==> config.mk <==
export PLATFORM = sky130hd
export DESIGN_NAME = record_exchange_sort_by_key_flat
export DESIGN_NICKNAME = d
export VERILOG_FILES = /design/src/rtl/rxsort_pkg.sv /design/src/rtl/rxsort_if.sv /design/src/rtl/record_exchange_sort_by_key.sv /design/src/rtl/rxsort_ram.sv /design/src/flat_wrapper.sv
export SDC_FILE = /design/constraint.sdc
export NUM_CORES = 2
export LEC_CHECK = 0
export BUFFER_PORTS_ARGS = -buffer_cell sky130_fd_sc_hd__buf_2
export CAP_MARGIN = 10
export CORE_MARGIN = 4
export CORE_UTILIZATION = 55
export CTS_BUF_LIST = sky130_fd_sc_hd__clkbuf_16
export DETAILED_ROUTE_END_ITERATION = 16
export PLACE_DENSITY = 0.82
export SLEW_MARGIN = 20
export SYNTH_ARGS = -nofsm -noshare
export SYNTH_HDL_FRONTEND = slang
export SYNTH_HIERARCHICAL = 1
export SYNTH_SLANG_ARGS = --single-unit
==> constraint.sdc <==
create_clock -name clk -period 5.2 [get_ports clk]
set_clock_uncertainty 0.1 [all_clocks]
set_input_delay 0.26 -clock clk [delete_from_list [all_inputs] [get_ports clk]]
set_output_delay 0.26 -clock clk [all_outputs]
set_load 0.01 [all_outputs]
==> src/rtl/rxsort_pkg.sv <==
// Shared constants and the record type for the exchange sort block.
// No dependencies; every other file but rxsort_ram imports this package.
`default_nettype none

package rxsort_pkg;

  localparam int MAX_RECORDS = 64;
  localparam int IDX_W       = $clog2(MAX_RECORDS);
  localparam int CNT_W       = $clog2(MAX_RECORDS + 1);
  localparam int KEY_W       = 16;
  localparam int TAG_W       = 16;
  localparam int REC_W       = KEY_W + TAG_W;

  typedef struct packed {
    logic signed [KEY_W-1:0] key;
    logic [TAG_W-1:0]        tag;
  } rec_t;

endpackage

`default_nettype wire

==> src/rtl/rxsort_if.sv <==
// Valid/ready channel interfaces for the record input and sorted output.
// Depends on rxsort_pkg for the field widths.
`default_nettype none

interface rxsort_in_if;
  import rxsort_pkg::*;
  logic                    valid;
  logic                    ready;
  logic signed [KEY_W-1:0] sort_key;
  logic [TAG_W-1:0]        record_tag;
  logic                    batch_end;

  modport source (output valid, output sort_key, output record_tag, output batch_end,
                  input ready);
  modport sink   (input valid, input sort_key, input record_tag, input batch_end,
                  output ready);
endinterface

interface rxsort_out_if;
  import rxsort_pkg::*;
  logic                    valid;
  logic                    ready;
  logic signed [KEY_W-1:0] sorted_key;
  logic [TAG_W-1:0]        sorted_tag;
  logic                    final_result;
  logic                    overflowed;

  modport source (output valid, output sorted_key, output sorted_tag, output final_result,
                  output overflowed, input ready);
  modport sink   (input valid, input sorted_key, input sorted_tag, input final_result,
                  input overflowed, output ready);
endinterface

`default_nettype wire

==> src/rtl/record_exchange_sort_by_key.sv <==
// Record exchange sort by key: top level.
// Depends on rxsort_pkg, rxsort_if (channel interfaces) and rxsort_ram.
//
// Records (signed key, tag) are taken one per cycle into a 64-entry RAM until the
// record marked batch_end arrives; records beyond 64 are dropped and every result
// of that batch carries overflowed. On the close the block runs an exchange sort
// in place: entry i is held in a register and compared against entries i+1..n-1
// streamed from the single RAM read port at one compare per cycle, swapping on a
// strictly greater key, so equal keys keep the order that this scheme gives. The
// results then leave at one per cycle while the sink is ready, final_result
// marking the last. Input is refused from the close until the last result is in
// the output register; a new batch may load while that result waits to be taken.
`default_nettype none

module record_exchange_sort_by_key (
  input  logic            clk,
  input  logic            rst,
  rxsort_in_if.sink       rec_in,
  rxsort_out_if.source    rec_out
);

  import rxsort_pkg::*;

  typedef enum logic [2:0] {
    S_LOAD,
    S_SORT_I,
    S_SORT_I_WAIT,
    S_SORT_J,
    S_SORT_WB,
    S_EMIT_RD,
    S_EMIT_WAIT
  } state_t;

  state_t           state;
  logic [CNT_W-1:0] fill_count;
  logic             drop_flag;
  logic [IDX_W-1:0] idx_i;
  logic [IDX_W-1:0] idx_j;
  logic [IDX_W-1:0] idx_k;
  rec_t             cur;

  logic             out_valid;
  rec_t             out_rec;
  logic             out_final;
  logic             out_ovf;

  logic             ram_we;
  logic [IDX_W-1:0] ram_waddr;
  rec_t             ram_wdata;
  logic             ram_re;
  logic [IDX_W-1:0] ram_raddr;
  logic [REC_W-1:0] ram_rdata;
  rec_t             rd_rec;

  logic             in_take;
  logic             room;
  logic [IDX_W-1:0] last_idx;
  logic             swap;
  logic             out_free;

  rxsort_ram #(
    .DEPTH (MAX_RECORDS),
    .WIDTH (REC_W),
    .AW    (IDX_W)
  ) u_ram (
    .clk   (clk),
    .we    (ram_we),
    .waddr (ram_waddr),
    .wdata (ram_wdata),
    .re    (ram_re),
    .raddr (ram_raddr),
    .rdata (ram_rdata)
  );

  assign rd_rec   = rec_t'(ram_rdata);
  assign rec_in.ready = (state == S_LOAD);
  assign in_take  = rec_in.valid && rec_in.ready;
  assign room     = (fill_count != CNT_W'(MAX_RECORDS));
  assign last_idx = IDX_W'(fill_count - CNT_W'(1));
  assign swap     = ($signed(cur.key) > $signed(rd_rec.key));
  assign out_free = !out_valid || rec_out.ready;

  assign rec_out.valid        = out_valid;
  assign rec_out.sorted_key   = out_rec.key;
  assign rec_out.sorted_tag   = out_rec.tag;
  assign rec_out.final_result = out_final;
  assign rec_out.overflowed   = out_ovf;

  // RAM port control
  always_comb begin
    ram_we    = 1'b0;
    ram_waddr = idx_j;
    ram_wdata = cur;
    ram_re    = 1'b0;
    ram_raddr = idx_i;
    unique case (state)
      S_LOAD: begin
        if (in_take && room) begin
          ram_we    = 1'b1;
          ram_waddr = fill_count[IDX_W-1:0];
          ram_wdata = '{key: rec_in.sort_key, tag: rec_in.record_tag};
        end
      end
      S_SORT_I: begin
        ram_re    = 1'b1;
        ram_raddr = idx_i;
      end
      S_SORT_I_WAIT: begin
        ram_re    = 1'b1;
        ram_raddr = idx_i + IDX_W'(1);
      end
      S_SORT_J: begin
        // write back the displaced entry while fetching the next one
        if (swap) begin
          ram_we    = 1'b1;
          ram_waddr = idx_j;
          ram_wdata = cur;
        end
        if (idx_j != last_idx) begin
          ram_re    = 1'b1;
          ram_raddr = idx_j + IDX_W'(1);
        end
      end
      S_SORT_WB: begin
        ram_we    = 1'b1;
        ram_waddr = idx_i;
        ram_wdata = cur;
      end
      S_EMIT_RD: begin
        ram_re    = 1'b1;
        ram_raddr = idx_k;
      end
      S_EMIT_WAIT: begin
        if (out_free && idx_k != last_idx) begin
          ram_re    = 1'b1;
          ram_raddr = idx_k + IDX_W'(1);
        end
      end
      default: begin
      end
    endcase
  end

  always_ff @(posedge clk) begin
    if (rst) begin
      state      <= S_LOAD;
      fill_count <= '0;
      drop_flag  <= 1'b0;
      out_valid  <= 1'b0;
    end else begin
      // drop the held result once taken; the emit state reloads it itself
      if (out_valid && rec_out.ready && state != S_EMIT_WAIT) begin
        out_valid <= 1'b0;
      end
      unique case (state)
        S_LOAD: begin
          if (in_take) begin
            if (room) begin
              fill_count <= fill_count + CNT_W'(1);
            end else begin
              drop_flag <= 1'b1;
            end
            if (rec_in.batch_end) begin
              idx_i <= '0;
              state <= S_SORT_I;
            end
          end
        end
        S_SORT_I: begin
          // a single record needs no sort; the read just issued is entry 0
          if (fill_count == CNT_W'(1)) begin
            idx_k <= '0;
            state <= S_EMIT_WAIT;
          end else begin
            state <= S_SORT_I_WAIT;
          end
        end
        S_SORT_I_WAIT: begin
          cur   <= rd_rec;
          idx_j <= idx_i + IDX_W'(1);
          state <= S_SORT_J;
        end
        S_SORT_J: begin
          if (swap) begin
            cur <= rd_rec;
          end
          if (idx_j == last_idx) begin
            state <= S_SORT_WB;
          end else begin
            idx_j <= idx_j + IDX_W'(1);
          end
        end
        S_SORT_WB: begin
          if (CNT_W'(idx_i) + CNT_W'(2) == fill_count) begin
            idx_k <= '0;
            state <= S_EMIT_RD;
          end else begin
            idx_i <= idx_i + IDX_W'(1);
            state <= S_SORT_I;
          end
        end
        S_EMIT_RD: begin
          state <= S_EMIT_WAIT;
        end
        S_EMIT_WAIT: begin
          if (out_free) begin
            out_valid <= 1'b1;
            out_rec   <= rd_rec;
            out_final <= (idx_k == last_idx);
            out_ovf   <= drop_flag;
            if (idx_k == last_idx) begin
              fill_count <= '0;
              drop_flag  <= 1'b0;
              state      <= S_LOAD;
            end else begin
              idx_k <= idx_k + IDX_W'(1);
            end
          end
        end
        default: begin
          state <= S_LOAD;
        end
      endcase
    end
  end

`ifndef SYNTHESIS
  a_fill_bound: assert property (@(posedge clk) disable iff (rst)
    fill_count <= CNT_W'(MAX_RECORDS))
    else $error("fill count beyond capacity");

  a_sort_window: assert property (@(posedge clk) disable iff (rst)
    (state == S_SORT_J) |-> (idx_j > idx_i) && (CNT_W'(idx_j) < fill_count))
    else $error("compare index outside the stored records");

  a_emit_final: assert property (@(posedge clk) disable iff (rst)
    (state == S_EMIT_WAIT && out_free && idx_k == last_idx) |=>
      (state == S_LOAD) && out_valid && out_final && (fill_count == '0))
    else $error("batch did not close after the final result");
`endif

endmodule

`default_nettype wire

==> src/rtl/rxsort_ram.sv <==
// Simple dual-port RAM: one write port, one read port with registered data.
// Generic; no package dependency.
`default_nettype none

module rxsort_ram #(
  parameter int DEPTH = 64,
  parameter int WIDTH = 32,
  parameter int AW    = $clog2(DEPTH)
) (
  input  logic             clk,
  input  logic             we,
  input  logic [AW-1:0]    waddr,
  input  logic [WIDTH-1:0] wdata,
  input  logic             re,
  input  logic [AW-1:0]    raddr,
  output logic [WIDTH-1:0] rdata
);

  logic [WIDTH-1:0] mem [DEPTH];

  always_ff @(posedge clk) begin
    if (we) begin
      mem[waddr] <= wdata;
    end
  end

  // Read data holds until the next read
  always_ff @(posedge clk) begin
    if (re) begin
      rdata <= mem[raddr];
    end
  end

endmodule

`default_nettype wire

==> src/flat_wrapper.sv <==
// flat-port wrapper written by rule: the top's interface ports become plain ports
module record_exchange_sort_by_key_flat import rxsort_pkg::*;
  (clk, rst, rec_in_valid, rec_in_sort_key, rec_in_record_tag, rec_in_batch_end, rec_in_ready, rec_out_valid, rec_out_sorted_key, rec_out_sorted_tag, rec_out_final_result, rec_out_overflowed, rec_out_ready);
  rxsort_in_if rec_in_i ();
  rxsort_out_if rec_out_i ();
  input  logic clk;
  input  logic rst;
  input wire logic [$bits(rec_in_i.valid)-1:0] rec_in_valid;
  input wire logic [$bits(rec_in_i.sort_key)-1:0] rec_in_sort_key;
  input wire logic [$bits(rec_in_i.record_tag)-1:0] rec_in_record_tag;
  input wire logic [$bits(rec_in_i.batch_end)-1:0] rec_in_batch_end;
  output wire logic [$bits(rec_in_i.ready)-1:0] rec_in_ready;
  output wire logic [$bits(rec_out_i.valid)-1:0] rec_out_valid;
  output wire logic [$bits(rec_out_i.sorted_key)-1:0] rec_out_sorted_key;
  output wire logic [$bits(rec_out_i.sorted_tag)-1:0] rec_out_sorted_tag;
  output wire logic [$bits(rec_out_i.final_result)-1:0] rec_out_final_result;
  output wire logic [$bits(rec_out_i.overflowed)-1:0] rec_out_overflowed;
  input wire logic [$bits(rec_out_i.ready)-1:0] rec_out_ready;
  assign rec_in_i.valid = rec_in_valid;
  assign rec_in_i.sort_key = rec_in_sort_key;
  assign rec_in_i.record_tag = rec_in_record_tag;
  assign rec_in_i.batch_end = rec_in_batch_end;
  assign rec_in_ready = rec_in_i.ready;
  assign rec_out_valid = rec_out_i.valid;
  assign rec_out_sorted_key = rec_out_i.sorted_key;
  assign rec_out_sorted_tag = rec_out_i.sorted_tag;
  assign rec_out_final_result = rec_out_i.final_result;
  assign rec_out_overflowed = rec_out_i.overflowed;
  assign rec_out_i.ready = rec_out_ready;
  record_exchange_sort_by_key u_core (.clk(clk), .rst(rst), .rec_in(rec_in_i), .rec_out(rec_out_i));
endmodule
==> flow_metrics.env <==
export IMPL_outcome="finished clean"
export IMPL_firstDrtPassIters=7
export IMPL_seq_power_share_pct=53.3
export IMPL_hold_start="rec_in_record_tag[15]"
export IMPL_global_route_usage_total_pct=30.8
export IMPL_clock_sinks=2176
export IMPL_met3_usage_pct=8.51
export IMPL_tightest_slew_ns=1.07
export IMPL_fin_crit_ns=5.13
export IMPL_cts_tree="yes"
export IMPL_grt_first_pass_wirelength_um=344000
export IMPL_r2r_slack_ns=0.07
export IMPL_reg2reg_depth=17
export IMPL_clock_fmax_mhz=195
export IMPL_p_switching_uw=8190
export IMPL_vias=45500
export IMPL_drive_gt1_share_pct=30.1
export IMPL_synth_ff_type="edfxtp_1"
export IMPL_clock_latency_ns=0.84
export IMPL_syn_area_sq_um=84200
export IMPL_yosysTopAreaCellShare_pct=77.2
export IMPL_synth_most_common_cell="edfxtp_1"
export IMPL_critPathKind="flop to flop"
export IMPL_rows=143
export IMPL_grt_pass1_vias=45900
export IMPL_synth_seq_cells=2176
export IMPL_grt_ovfl_total=0
export IMPL_worst_path_max_fanout=25
export IMPL_post_dp_hpwl_um=125000
export IMPL_synthTopCellsByArea="edfxtp_1 77%, mux4_2 15%, mux2i_1 1.1%, nor2_1 0.78%, nand2_1 0.66%"
export IMPL_max_slew_margin_rel_pct=28.4
export IMPL_regToRegEndpoint="u_core/u_ram/rdata[7]"
export IMPL_grtUsageMet1_pct=40.2
export IMPL_start_util_pct=55.4
export IMPL_cts_buffers=199
export IMPL_die_height_um=399
export IMPL_avgSynthCellArea_sq_um=21.7
export IMPL_p_total_uw=36800
export IMPL_p_comb_share_pct=6.4
export IMPL_worstSetupStartpoint="u_core/fill_count[1]"
export IMPL_io_pins=73
export IMPL_startpoint_type="flop"
export IMPL_wl_per_cell_um=38.0
export IMPL_syn2layout_area_growth_pct=14.8
export IMPL_hp_class="input pin to flop"
export IMPL_clk_pin_slew_ns=0.06
export IMPL_maxCapViolations=0
export IMPL_clock_root_buffer="clkbuf_16"
export IMPL_synth_edf_count=2164
export IMPL_ys_top_cells_by_count="2164 x edfxtp_1, 544 x mux4_2, 176 x nor2_1"
export IMPL_vias_per_cell=7.09
export IMPL_synth_fp_nets=3934
export IMPL_antenna_found_initial=4
export IMPL_rsz0062_at_grt="yes"
export IMPL_core_sq_um=152000
export IMPL_gp_congestion=0.919
export IMPL_port_buffers=72
export IMPL_syn_inst=3874
export IMPL_finalNetCount=4273
export IMPL_drc_errors=0
export IMPL_ir_drop_mv=0.392
export IMPL_final_fill_count=9154
export IMPL_grt_start_max_net_pins=65
export IMPL_p_leak_uw=0.0307
export IMPL_die_w_um=399
export IMPL_ys_seq_area_share_pct=77.4
export IMPL_cp_end_kind="flop"
export IMPL_rr_startpoint="u_core/fill_count[1]"
export IMPL_maxSlewViolCount=0
export IMPL_clockBufferDepth=3
export IMPL_busiest_layer="met2"
export IMPL_drt_iter0_drc=8172
export IMPL_synth_top_cell_by_area="edfxtp_1"
export IMPL_power_density_nw_per_um2=381
export IMPL_htreeDepth=4
export IMPL_setup_violations_final=0
export IMPL_finalHoldViolations=0
export IMPL_critPathRequiredTime_ns=5.65
export IMPL_die_area_sq_um=159000
export IMPL_crit_end="u_core/u_ram/rdata[7]"
export IMPL_p_sw_share_pct=22.2
export IMPL_hold_ws_ns=0.191
export IMPL_synth_cell_type_count=62
export IMPL_postRouteAntennaNets=0
export IMPL_arrival_ns=5.58
export IMPL_min_period_over_period_pct=98.6
export IMPL_wirelength_um=244000
export IMPL_yosysWarnings=6
export IMPL_clockPowerShare_pct=40.3
export IMPL_internal_power_uw=28600
export IMPL_use_met2_pct=48.2
export IMPL_synthArstFlopShare_pct=0
routing by layer:
layer / up-vias / wire length, um
met2: 4485 / 116000
met5: - / 27
met3: 897 / 35600
met4: 4 / 15300
li1: 16900 / -
met1: 23200 / 76700
metrics by stage:
step                      setup WS [ns]  utilization (%)  TNS (ns)  cells  cell area [sq um]
final                            0.0742             63.6         0   6414              96700
after detailed placement         -0.321             59.1    -0.821   6031              89800
after floorplan                   0.100                -         0   3874              84200
after global placement           -0.261             59.0    -0.373   6030              89800
after CTS                        0.0248             63.4         0   6407              96400
after global routing           -0.00713             63.6  -0.00713   6412              96700
kinds of logic after synthesis:
group / share of synthesized area, %
xor+xnor: 0.458
buf+inv: 1.35
simple gates: 2.38
compound gates: 2.33
flops: 77.4
mux: 15.7
fa+ha+maj: 0.342
power by group through the flow:
stage	clock (uW)	sequential [uW]	combinational, uW
after detailed placement	0	20000	2190
after global routing	15700	19600	2430
final	14900	19600	2340
after floorplan	0	20000	1330
after global placement	0	20000	2100
after CTS	15000	19600	2270
flip-flops by register name, summed over array words and instances, names as in the netlist, 3 cells and up:
| signal | flops |
|---|---|
| u_core/cur | 32 |
| u_core/fill_count | 7 |
| u_core/idx_i | 6 |
| u_core/idx_j | 6 |
| u_core/idx_k | 6 |
| u_core/rec_out.sorted_key | 16 |
| u_core/rec_out.sorted_tag | 16 |
| u_core/state | 3 |
| u_core/u_ram/mem | 2048 |
| u_core/u_ram/rdata | 32 |
timing repair:
item / CTS / global route
setup endpoints to repair: 15 / 29
setup buffers: 1 / 5
pin swaps: 1 / 2
endpoints found under the hold margin: 46 / 0
hold buffers: 5 / 0
gates resized for setup: 8 / 13
worst min-delay path by stage:
stage / endpoint / cells past startpoint
after floorplan: u_core/rec_out.overflowed / 0
after global placement: u_core/rec_out.overflowed / 0
after detailed placement: u_core/rec_out.overflowed / 0
after CTS: u_core/u_ram/mem[16][16] / 4
after global routing: u_core/u_ram/mem[29][15] / 3
final: u_core/u_ram/mem[26][15] / 3
placed cells by master (no fill, tap or decap), types with 10 or more instances in the layout:
master	synthesis	layout
a21oi_1	83	76
a22oi_1	14	14
and3_1	12	12
buf_12	0	84
buf_2	64	72
buf_4	25	188
bufinv_16	0	23
clkbuf_16	0	203
clkinv_1	0	53
clkinv_2	0	40
clkinvlp_4	0	10
dfxtp_1	12	12
edfxtp_1	2164	2164
ha_1	23	22
inv_1	28	55
mux2i_1	96	96
mux4_2	544	544
nand2_1	149	117
nand2_4	0	28
nand2b_1	12	10
nand3_1	19	19
nand4_1	10	10
nor2_1	176	112
nor2_4	0	63
nor2b_1	16	16
nor3_1	17	14
o21ai_0	25	23
o221ai_1	31	30
o22ai_1	88	85
xnor2_1	26	26
xor2_1	18	18
worst max-delay path: stages, from the launching register on:
cell,delay (ns)
dfxtp_1,0.48
inv_1,0.15
ha_2,0.39
xnor2_1,0.09
a311oi_1,0.25
o311ai_1,0.18
a2111oi_4,0.39
mux2i_1,0.39
a2111oi_2,0.08
nor3_2,0.27
buf_12,0.26
buf_4,0.37
buf_4,0.31
mux4_2,0.35
o221ai_1,0.21
a21oi_1,0.12
a21oi_2,0.30
nor2_1,0.10
cell type report:
| class | instances | area (sq um) | area share [%] |
|---|---|---|---|
| Antenna cell | 2 | 5.00 | 0.00518 |
| Sequential cell | 2176 | 65200 | 67.5 |
| Clock inverter | 167 | 1450 | 1.49 |
| Timing Repair Buffer | 353 | 3570 | 3.69 |
| Tap cell | 2030 | 2540 | 2.63 |
| Clock buffer | 203 | 5080 | 5.25 |
| Inverter | 28 | 105 | 0.109 |
| Multi-Input combinational cell | 1455 | 18700 | 19.4 |
(Power assumes the default switching activity.)
